$ cat config.mk
export PLATFORM = sky130hd
export DESIGN_NAME = frame_deframer_crc16
export DESIGN_NICKNAME = d
export VERILOG_FILES = /design/src/sv/fdf_pkg.sv /design/src/sv/fdf_lookup.sv /design/src/sv/fdf_parser.sv /design/src/sv/frame_deframer_crc16.sv
export SDC_FILE = /design/constraint.sdc
export NUM_CORES = 1
export LEC_CHECK = 0
export ABC_AREA = 1
export BUFFER_PORTS_ARGS = -buffer_cell sky130_fd_sc_hd__buf_4
export CORE_ASPECT_RATIO = 1.5
export CORE_MARGIN = 2
export CORE_UTILIZATION = 65
export CTS_CLUSTER_SIZE = 40
export DETAILED_ROUTE_END_ITERATION = 10
export MAX_ROUTING_LAYER = met4
export PLACE_DENSITY_LB_ADDON = 0.2
export SYNTH_ARGS = -nofsm -noshare
export SYNTH_HDL_FRONTEND = slang
export SYNTH_SLANG_ARGS = --single-unit
$ cat constraint.sdc
create_clock -name i_clk -period 6.15 [get_ports i_clk]
set_clock_uncertainty 0.05 [all_clocks]
set_input_delay 0.3075 -clock i_clk [delete_from_list [all_inputs] [get_ports i_clk]]
set_output_delay 0.3075 -clock i_clk [all_outputs]
set_load 0.02 [all_outputs]
$ cat src/sv/fdf_pkg.sv
`default_nettype none

package fdf_pkg;

    localparam int HDR_BYTES = 5;

    // input command codes (s_axis_tuser)
    localparam logic CMD_BYTE = 1'b0;
    localparam logic CMD_TICK = 1'b1;

    // result kind codes (m_axis_tuser)
    localparam logic KIND_BYTE   = 1'b0;
    localparam logic KIND_STATUS = 1'b1;

    localparam logic [15:0] CRC_INIT = 16'hFFFF;
    localparam logic [15:0] CRC_POLY = 16'h1021;

    // configuration register indexes
    localparam logic [2:0] REG_MARKER   = 3'd0;
    localparam logic [2:0] REG_MAX_LEN  = 3'd1;
    localparam logic [2:0] REG_TIMEOUT  = 3'd2;
    localparam logic [2:0] REG_CODES    = 3'd3;
    localparam logic [2:0] REG_VALID    = 3'd4;
    localparam logic [2:0] REG_CHANNELS = 3'd5;
    localparam logic [2:0] REG_PREFIX   = 3'd6;
    localparam logic [2:0] REG_DELIVER  = 3'd7;

    typedef enum logic [2:0] {
        ST_OK,
        ST_CRC,
        ST_HEADER,
        ST_LENGTH,
        ST_NO_CHAN,
        ST_TIMEOUT
    } t_status;

    typedef struct packed {
        logic [15:0] marker;
        logic [15:0] max_payload;
        logic [31:0] timeout;
        logic [63:0] code_table;
        logic [7:0]  entry_valid;
        logic [23:0] entry_channel;
        logic [7:0]  prefix_mask;
        logic [7:0]  deliver_mask;
    } t_cfg;

    typedef struct packed {
        logic       hit;
        logic [2:0] chan;
    } t_match;

    // CRC-16-CCITT, MSB first, one byte
    function automatic logic [15:0] crc_byte(input logic [15:0] crc, input logic [7:0] d);
        logic [15:0] v;
        v = crc ^ {d, 8'h00};
        for (int k = 0; k < 8; k++) begin
            if (v[15]) begin
                v = {v[14:0], 1'b0} ^ CRC_POLY;
            end else begin
                v = {v[14:0], 1'b0};
            end
        end
        return v;
    endfunction

endpackage

`default_nettype wire

$ cat src/sv/fdf_lookup.sv
`default_nettype none

module fdf_lookup
    import fdf_pkg::*;
#(
    parameter int TABLE_ENTRIES = 8,
    parameter int CHANNELS      = 8
) (
    input  wire t_cfg   i_cfg,
    input  wire [7:0]   i_code,
    output t_match      o_match
);

    // walk from the top entry down so the lowest matching entry wins
    always_comb begin
        logic [2:0] ch;
        o_match = '0;
        for (int i = TABLE_ENTRIES - 1; i >= 0; i--) begin
            ch = i_cfg.entry_channel[3*i +: 3];
            if (i_cfg.entry_valid[i] && (i_cfg.code_table[8*i +: 8] == i_code)
                && ({1'b0, ch} < 4'(CHANNELS))) begin
                o_match.hit  = 1'b1;
                o_match.chan = ch;
            end
        end
    end

endmodule

`default_nettype wire

$ cat src/sv/fdf_parser.sv
`default_nettype none

module fdf_parser
    import fdf_pkg::*;
(
    input  wire         i_clk,
    input  wire         i_rst_n,
    input  wire t_cfg   i_cfg,
    input  wire t_match i_match,
    input  wire         i_in_valid,
    output logic        o_in_ready,
    input  wire         i_in_cmd,
    input  wire [7:0]   i_in_byte,
    output logic        o_out_valid,
    input  wire         i_out_ready,
    output logic        o_out_kind,
    output logic [7:0]  o_out_byte,
    output logic [2:0]  o_out_chan,
    output t_status     o_out_status,
    output logic        o_out_last
);

    typedef enum logic [1:0] {
        PH_WAIT,
        PH_HEADER,
        PH_PAYLOAD,
        PH_CRC
    } t_phase;

    localparam logic [2:0] HDR_LAST = 3'(HDR_BYTES - 1);

    t_phase      r_phase, n_phase;
    logic [2:0]  r_hdr_cnt, n_hdr_cnt;
    logic [7:0]  r_flag, n_flag;
    logic [7:0]  r_len_lo, n_len_lo;
    logic [15:0] r_bytes_left, n_bytes_left;
    logic [15:0] r_crc, n_crc;
    logic [7:0]  r_crc_lo, n_crc_lo;
    logic        r_crc_cnt, n_crc_cnt;
    logic [2:0]  r_chan, n_chan;
    logic [31:0] r_idle, n_idle;

    logic        r_out_valid;
    logic        r_out_kind, r_out_last;
    logic [7:0]  r_out_byte;
    logic [2:0]  r_out_chan;
    t_status     r_out_status;

    logic        accept;
    logic        emit, e_kind, e_last;
    logic [7:0]  e_byte;
    logic [2:0]  e_chan;
    t_status     e_status;
    logic [31:0] idle_inc;
    logic [15:0] left_dec;

    assign o_in_ready = !r_out_valid || i_out_ready;
    assign accept     = i_in_valid && o_in_ready;
    assign idle_inc   = (r_idle == '1) ? r_idle : r_idle + 32'd1;
    assign left_dec   = r_bytes_left - 16'd1;

    always_comb begin
        n_phase      = r_phase;
        n_hdr_cnt    = r_hdr_cnt;
        n_flag       = r_flag;
        n_len_lo     = r_len_lo;
        n_bytes_left = r_bytes_left;
        n_crc        = r_crc;
        n_crc_lo     = r_crc_lo;
        n_crc_cnt    = r_crc_cnt;
        n_chan       = r_chan;
        n_idle       = r_idle;
        emit         = 1'b0;
        e_kind       = KIND_BYTE;
        e_byte       = '0;
        e_chan       = '0;
        e_status     = ST_OK;
        e_last       = 1'b0;

        if (accept) begin
            if (i_in_cmd == CMD_TICK) begin
                if (r_phase != PH_WAIT) begin
                    n_idle = idle_inc;
                    if (idle_inc > i_cfg.timeout) begin
                        emit     = 1'b1;
                        e_kind   = KIND_STATUS;
                        e_chan   = r_chan;
                        e_status = ST_TIMEOUT;
                        e_last   = 1'b1;
                        n_phase      = PH_WAIT;
                        n_hdr_cnt    = '0;
                        n_bytes_left = '0;
                        n_crc_cnt    = 1'b0;
                        n_chan       = '0;
                        n_idle       = '0;
                    end
                end
            end else begin
                n_idle = '0;
                unique case (r_phase)
                    PH_WAIT: begin
                        if (i_in_byte == i_cfg.marker[7:0]) begin
                            n_crc     = crc_byte(CRC_INIT, i_in_byte);
                            n_hdr_cnt = 3'd1;
                            n_phase   = PH_HEADER;
                        end
                    end
                    PH_HEADER: begin
                        n_crc     = crc_byte(r_crc, i_in_byte);
                        n_hdr_cnt = r_hdr_cnt + 3'd1;
                        if (r_hdr_cnt == 3'd1) begin
                            n_flag = i_in_byte;
                        end
                        if (r_hdr_cnt == 3'd2) begin
                            n_len_lo = i_in_byte;
                        end
                        if (r_hdr_cnt == 3'd3) begin
                            n_bytes_left = {i_in_byte, r_len_lo};
                        end
                        if (r_hdr_cnt == HDR_LAST) begin
                            // code byte: run header checks, then table lookup
                            priority if (r_flag != i_cfg.marker[15:8]) begin
                                e_status = ST_HEADER;
                            end else if (r_bytes_left > i_cfg.max_payload) begin
                                e_status = ST_LENGTH;
                            end else if (!i_match.hit) begin
                                e_status = ST_NO_CHAN;
                            end else begin
                                e_status = ST_OK;
                            end
                            if (e_status != ST_OK) begin
                                emit         = 1'b1;
                                e_kind       = KIND_STATUS;
                                e_last       = 1'b1;
                                n_phase      = PH_WAIT;
                                n_hdr_cnt    = '0;
                                n_bytes_left = '0;
                                n_crc_cnt    = 1'b0;
                                n_chan       = '0;
                            end else begin
                                n_chan    = i_match.chan;
                                n_hdr_cnt = '0;
                                n_crc_cnt = 1'b0;
                                n_phase   = (r_bytes_left == '0) ? PH_CRC : PH_PAYLOAD;
                                if (i_cfg.prefix_mask[i_match.chan]
                                    && i_cfg.deliver_mask[i_match.chan]) begin
                                    emit   = 1'b1;
                                    e_byte = i_in_byte;
                                    e_chan = i_match.chan;
                                end
                            end
                        end
                    end
                    PH_PAYLOAD: begin
                        n_crc        = crc_byte(r_crc, i_in_byte);
                        n_bytes_left = left_dec;
                        if (left_dec == '0) begin
                            n_phase   = PH_CRC;
                            n_crc_cnt = 1'b0;
                        end
                        if (i_cfg.deliver_mask[r_chan]) begin
                            emit   = 1'b1;
                            e_byte = i_in_byte;
                            e_chan = r_chan;
                        end
                    end
                    PH_CRC: begin
                        if (!r_crc_cnt) begin
                            n_crc_lo  = i_in_byte;
                            n_crc_cnt = 1'b1;
                        end else begin
                            emit     = 1'b1;
                            e_kind   = KIND_STATUS;
                            e_chan   = r_chan;
                            e_status = ({i_in_byte, r_crc_lo} == r_crc) ? ST_OK : ST_CRC;
                            e_last   = 1'b1;
                            n_phase      = PH_WAIT;
                            n_hdr_cnt    = '0;
                            n_bytes_left = '0;
                            n_crc_cnt    = 1'b0;
                            n_chan       = '0;
                        end
                    end
                endcase
            end
        end
    end

    always_ff @(posedge i_clk) begin
        if (!i_rst_n) begin
            r_phase      <= PH_WAIT;
            r_hdr_cnt    <= '0;
            r_flag       <= '0;
            r_len_lo     <= '0;
            r_bytes_left <= '0;
            r_crc        <= CRC_INIT;
            r_crc_lo     <= '0;
            r_crc_cnt    <= 1'b0;
            r_chan       <= '0;
            r_idle       <= '0;
            r_out_valid  <= 1'b0;
        end else begin
            r_phase      <= n_phase;
            r_hdr_cnt    <= n_hdr_cnt;
            r_flag       <= n_flag;
            r_len_lo     <= n_len_lo;
            r_bytes_left <= n_bytes_left;
            r_crc        <= n_crc;
            r_crc_lo     <= n_crc_lo;
            r_crc_cnt    <= n_crc_cnt;
            r_chan       <= n_chan;
            r_idle       <= n_idle;
            if (accept) begin
                r_out_valid <= emit;
            end else if (i_out_ready) begin
                r_out_valid <= 1'b0;
            end
        end
    end

    always_ff @(posedge i_clk) begin
        if (accept && emit) begin
            r_out_kind   <= e_kind;
            r_out_byte   <= e_byte;
            r_out_chan   <= e_chan;
            r_out_status <= e_status;
            r_out_last   <= e_last;
        end
    end

    assign o_out_valid  = r_out_valid;
    assign o_out_kind   = r_out_kind;
    assign o_out_byte   = r_out_byte;
    assign o_out_chan   = r_out_chan;
    assign o_out_status = r_out_status;
    assign o_out_last   = r_out_last;

    a_wait_idle_clear: assert property (@(posedge i_clk) disable iff (!i_rst_n)
        r_phase == PH_WAIT |-> r_idle == '0)
        else $error("idle counter running outside a frame");

    a_payload_nonempty: assert property (@(posedge i_clk) disable iff (!i_rst_n)
        r_phase == PH_PAYLOAD |-> r_bytes_left != '0)
        else $error("payload phase with no bytes left");

    a_byte_fields: assert property (@(posedge i_clk) disable iff (!i_rst_n)
        r_out_valid && (r_out_kind == KIND_BYTE) |-> (r_out_status == ST_OK) && !r_out_last)
        else $error("payload result carries status fields");

    a_crc_close: assert property (@(posedge i_clk) disable iff (!i_rst_n)
        accept && (i_in_cmd == CMD_BYTE) && (r_phase == PH_CRC) && r_crc_cnt
        |=> (r_phase == PH_WAIT) && r_out_valid && r_out_last)
        else $error("second CRC byte did not close the frame");

    a_stall_holds: assert property (@(posedge i_clk) disable iff (!i_rst_n)
        !o_in_ready |-> r_out_valid)
        else $error("input stalled with empty output register");

endmodule

`default_nettype wire

$ cat src/sv/frame_deframer_crc16.sv
// Frame deframer with CRC-16-CCITT check.
// Slave stream: s_axis_tuser = 0 carries a received byte in s_axis_tdata[7:0],
// s_axis_tuser = 1 is one time tick (tdata ignored).
// Master stream: m_axis_tuser = 0 is a payload byte, 1 a frame status; tlast
// marks the status that closes a frame. tdata holds byte, channel and status.
// Each input transaction's result is registered in the output register.
// Throughput: one input transaction per cycle while the output register is free or
// being taken; the whole step (byte CRC, header checks, eight-entry code compare)
// sits between the state registers and the single output register.
// Input transactions cause zero or one result. When the receiver stalls,
// the held result stays put and s_axis_tready drops until it is taken;
// a transaction with no result still needs the output register free.
// Reset (synchronous, active low) returns the parser to hunting for the start
// byte, drops any held result and restores register defaults.
// Configuration: i_cfg_we writes i_cfg_data to register i_cfg_index;
// write only while the block is idle.
`default_nettype none

module frame_deframer_crc16
    import fdf_pkg::*;
#(
    parameter int TABLE_ENTRIES = 8,
    parameter int CHANNELS      = 8
) (
    input  wire         i_clk,
    input  wire         i_rst_n,
    input  wire         i_cfg_we,
    input  wire [2:0]   i_cfg_index,
    input  wire [63:0]  i_cfg_data,
    input  wire         s_axis_tvalid,
    output logic        s_axis_tready,
    input  wire [7:0]   s_axis_tdata,   // [7:0] rx_data
    input  wire         s_axis_tuser,   // [0] command
    output logic        m_axis_tvalid,
    input  wire         m_axis_tready,
    output logic [15:0] m_axis_tdata,   // [7:0] payload_byte, [10:8] channel,
                                        // [13:11] status_code, [15:14] zero
    output logic        m_axis_tuser,   // [0] kind
    output logic        m_axis_tlast    // frame_last
);

    t_cfg    r_cfg;
    t_match  match;
    t_status out_status;
    logic [7:0] out_byte;
    logic [2:0] out_chan;

    always_ff @(posedge i_clk) begin
        if (!i_rst_n) begin
            r_cfg.marker        <= 16'h0000;
            r_cfg.max_payload   <= 16'd256;
            r_cfg.timeout       <= 32'd500;
            r_cfg.code_table    <= '0;
            r_cfg.entry_valid   <= '0;
            r_cfg.entry_channel <= '0;
            r_cfg.prefix_mask   <= '0;
            r_cfg.deliver_mask  <= 8'hFF;
        end else if (i_cfg_we) begin
            unique case (i_cfg_index)
                REG_MARKER:   r_cfg.marker        <= i_cfg_data[15:0];
                REG_MAX_LEN:  r_cfg.max_payload   <= i_cfg_data[15:0];
                REG_TIMEOUT:  r_cfg.timeout       <= i_cfg_data[31:0];
                REG_CODES:    r_cfg.code_table    <= i_cfg_data;
                REG_VALID:    r_cfg.entry_valid   <= i_cfg_data[7:0];
                REG_CHANNELS: r_cfg.entry_channel <= i_cfg_data[23:0];
                REG_PREFIX:   r_cfg.prefix_mask   <= i_cfg_data[7:0];
                REG_DELIVER:  r_cfg.deliver_mask  <= i_cfg_data[7:0];
            endcase
        end
    end

    fdf_lookup #(
        .TABLE_ENTRIES (TABLE_ENTRIES),
        .CHANNELS      (CHANNELS)
    ) u_lookup (
        .i_cfg   (r_cfg),
        .i_code  (s_axis_tdata),
        .o_match (match)
    );

    fdf_parser u_parser (
        .i_clk        (i_clk),
        .i_rst_n      (i_rst_n),
        .i_cfg        (r_cfg),
        .i_match      (match),
        .i_in_valid   (s_axis_tvalid),
        .o_in_ready   (s_axis_tready),
        .i_in_cmd     (s_axis_tuser),
        .i_in_byte    (s_axis_tdata),
        .o_out_valid  (m_axis_tvalid),
        .i_out_ready  (m_axis_tready),
        .o_out_kind   (m_axis_tuser),
        .o_out_byte   (out_byte),
        .o_out_chan   (out_chan),
        .o_out_status (out_status),
        .o_out_last   (m_axis_tlast)
    );

    assign m_axis_tdata = {2'b00, out_status, out_chan, out_byte};

endmodule

`default_nettype wire
==> results.md <==
* Status: finished clean
* Startpoint types: flip-flop
* Sequential fraction of the synthesis area at 38.5%
* Largest net degree at the start of global routing at between 100 and 150
* Switching Fraction at between 20% and 30%
* Worst Setup SP: u_parser.r_idle[0]
* Clock power frac at 42.1%
* Syn avg cell area at 7.18 um2
* Placed cells at roughly 2500
* Via density at slightly below 6
* Root Driver: clkbuf_16
* Clock sinks at 289
* Worst-skew pair later-pin latency at about 0.56 ns
* Min-Delay Endpoint: r_cfg[102]
* Max capacitance violation total at 0
* Slowest stage delay, CP at around 0.34 ns
* Worst setup margin at about 0.85 ns
* Setup-failing EPs final at 0
* Ys flop type: dfxtp_1
* First-pass GRT wire length at approximately 69000 um
* PortBufs at 98
* Vias in the first global route at about 14000
* # IOs at 101
* Synth cell types at 60
* CTS Buffer Depth at 3
* DIE HEIGHT at approximately 190 um
* Placed inst area at around 16000 um2
* # DRC at 0
* Max VDD drop at 0.000245 V
* Hold_sp: i_cfg_data[54]
* Power Dens Cells at 245 nW/um2
* Most frequent cells in the layout: nand2_1, nor2_1, dfxtp_1
* Diode count at 0
* Lkg Pwr at about 0.0075 uW
* Synth warnings at 0
* Cell count after synthesis at roughly 2100
* Min cycle time layout at about 5.3 ns
* H-tree levels at 1
* Worst hold stages at 3
* Critical Path Fanout Max at 17
* GRT overflow at 0
* Post-cts sizing count at 0
* Final-stage net count at ~2400
* Share of cells above drive strength 1 at 9.81%
* Async SR Flop Fraction at 0%
* Final Hold Viols at 0
* FF-to-FF setup slack at about 0.85 ns
* Final instance area at approximately 18000 um2
* Initial antenna violation count at 0
* Post-synth EDFFs at 15
* ANT nets after route at 0
* Die Span X at 130 um
* Area of the multi-input gates at 8180 um2
* Final Cycle Share at between 80 and 90%
* Iter 0 DRT Violations at roughly 1100
* Critical path arrival at 5.72 ns
* Worst-margin pin slew at between 1 and 1.5 ns
* DR pass1 iterations at 6
* Drt wl/cell at between 15 and 20 um
* CTS Buf Count at 28
* Slowest stage cell on the critical path: dfxtp_1
* RSZ-0062 raised after global routing: no
* Detailed-placement wirelength estimate at 29900 um
* CTS tree: yes
* Vias at 14871
* Core ar. at 23500 um2
* FILL cells at about 1900
* CTS Hold Bufs at 42
* Syn-to-layout area delta at 13.6%
* Post-Route WL at ~44000 um
* Critical path required time at ~6.6 ns
* Worst R2R End: u_parser.r_bytes_left[4]
* Worst hold-check path type: in2reg
* Fmax at ~190 MHz
* Final Slew Violations at 0
* Most used cell, CP: nand2_1
* FP Rows at ~70
* Setup WS pre-CTS at between 0.9 and 1 ns
* Finished Layout Cells at around 2600
* Worst setup EP type: flip-flop
* Sequential power share at approximately 46%
* Reg2reg start: u_parser.r_idle[0]
* FF-to-FF path depth at 33
* Post-CTS Setup Repair Bufs at 0
* Die area at around 25000 um2
* Pint at approximately 3200 uW
* Final core occ at between 70 and 80%
* Crit Path Category: reg2reg
* Register Area at between 5000 and 6000 um2
* Synthesized area at around 15000 um2
* Commonest non-fill, non-tap cell in the layout: nand2_1
* Slew HR at 30.0%
* Post-route setup TNS at 0 ns
* Psw at 1120 uW
* Initial Utilization at between 60% and 70%
* Final Wtd Congestion at just under 1
* Gate power share at a little under an eighth
* Gr usage total at between 30% and 40%
* Yosys reg bits at 289
* Clock Pin Slew Worst Setup and Hold Paths at ~0.07 ns
==> stage by stage <==
step | hold WS [ns] | power (uW)
after floorplan | 0.380 | 2340
after global placement | 0.398 | 2480
after detailed placement | 0.408 | 2490
after CTS | 0.00864 | 4300
after global routing | 0.0145 | 4440
final | 0.0191 | 4300
==> area by class of cell <==
type / count / share of cell area [%]
multi-input combinational: 1534 / 46.6
sequential: 289 / 33.9
timing repair buffer: 150 / 7.05
inverter: 221 / 4.76
clock buffer: 35 / 4.38
tap: 319 / 2.28
clock inverter: 14 / 1.02
==> power by group through the flow <==
stage	clock (uW)	combinational, uW	sequential, uW
5_1_grt	1900	554	1990
3_5_place_dp	0	468	2030
6_report	1810	502	1990
2_1_floorplan	0	319	2020
3_3_place_gp	0	457	2020
4_1_cts	1820	492	1980
==> Yosys cell counts, types with 3 or more instances <==
| cell | instances | area share (%) |
|---|---|---|
| nand2_1 | 340 | 8.3 |
| nor2_1 | 292 | 7.1 |
| dfxtp_1 | 274 | 36 |
| o21ai_0 | 271 | 8.8 |
| a21oi_1 | 204 | 6.6 |
| inv_1 | 203 | 4.9 |
| clkbuf_1 | 78 | 1.9 |
| nand3_1 | 63 | 2.0 |
| ha_1 | 61 | 4.9 |
| xnor2_1 | 50 | 2.8 |
| xor2_1 | 46 | 2.6 |
| nand4_1 | 31 | 1.3 |
| nor3_1 | 21 | 0.68 |
| nor3_2 | 16 | 1.0 |
| o22ai_1 | 16 | 0.65 |
| edfxtp_1 | 15 | 2.9 |
| inv_2 | 15 | 0.36 |
| o211ai_1 | 15 | 0.73 |
| o21ai_1 | 14 | 0.45 |
| nand2_2 | 12 | 0.49 |
| nor4_1 | 11 | 0.45 |
| buf_2 | 9 | 0.29 |
| o221ai_1 | 8 | 0.45 |
| buf_4 | 6 | 0.29 |
| buf_6 | 6 | 0.44 |
| nand3_2 | 6 | 0.39 |
| nand3b_1 | 6 | 0.29 |
| nor2_2 | 6 | 0.24 |
| buf_1 | 4 | 0.097 |
| o2111ai_1 | 4 | 0.23 |
| o31ai_1 | 4 | 0.19 |
| a211oi_1 | 3 | 0.15 |
| mux2i_1 | 3 | 0.19 |
| or2_1 | 3 | 0.12 |
==> state kept, by name, indices dropped and copies added (netlist names) <==
signal                 flops
r_cfg                    176
u_parser.o_out_byte        8
u_parser.o_out_chan        3
u_parser.o_out_kind        1
u_parser.o_out_status      3
u_parser.o_out_valid       1
u_parser.r_bytes_left     16
u_parser.r_chan            3
u_parser.r_crc            16
u_parser.r_crc_cnt         1
u_parser.r_crc_lo          8
u_parser.r_flag            8
u_parser.r_hdr_cnt         3
u_parser.r_idle           32
u_parser.r_len_lo          8
u_parser.r_phase           2
==> layer usage <==
layer / vias to the layer above / global-route usage (%) / share of wire, %
li1: 7246 / - / -
met1: 6956 / 38.2 / 38
met2: 505 / 63.4 / 51
met3: 164 / 4.10 / 5.6
met4: 0 / 19.9 / 5.6
met5: - / - / 0
==> worst max path at each step <==
| stage | to | slack (ns) | cells past startpoint |
|---|---|---|---|
| 6_report | u_parser.r_bytes_left[4] | 0.85 | 33 |
| 5_1_grt | u_parser.r_bytes_left[2] | 0.40 | 33 |
| 4_1_cts | u_parser.r_bytes_left[4] | 0.89 | 33 |
| 3_5_place_dp | u_parser.r_bytes_left[4] | 0.96 | 33 |
| 3_3_place_gp | u_parser.r_bytes_left[4] | 1.21 | 33 |
| 2_1_floorplan | u_parser.r_bytes_left[2] | 1.96 | 33 |
==> worst max-delay path, delay by kind of cell, from the launching register on <==
family                     cells  cell delay, ns
xor gates and xnor gates       1            0.17
DFF                            1            0.34
buffers and inverters          4            0.42
AOI/OAI and AO/OA              2            0.26
adders and majority gates      2            0.55
and+or+nand+nor               24            3.40
==> logic make-up after synthesis <==
kind of cell               after synthesis  share of synthesized area, %
and+or+nand+nor                        821                          23.4
AOI/OAI and AO/OA                      551                          18.9
buffers and inverters                  326                          8.57
DFF                                    289                          38.5
xor gates and xnor gates                96                          5.45
adders and majority gates               61                          4.95
muxes                                    3                         0.195
other                                    1                        0.0243
No activity file was read; power rests on OpenSTA's default activity.
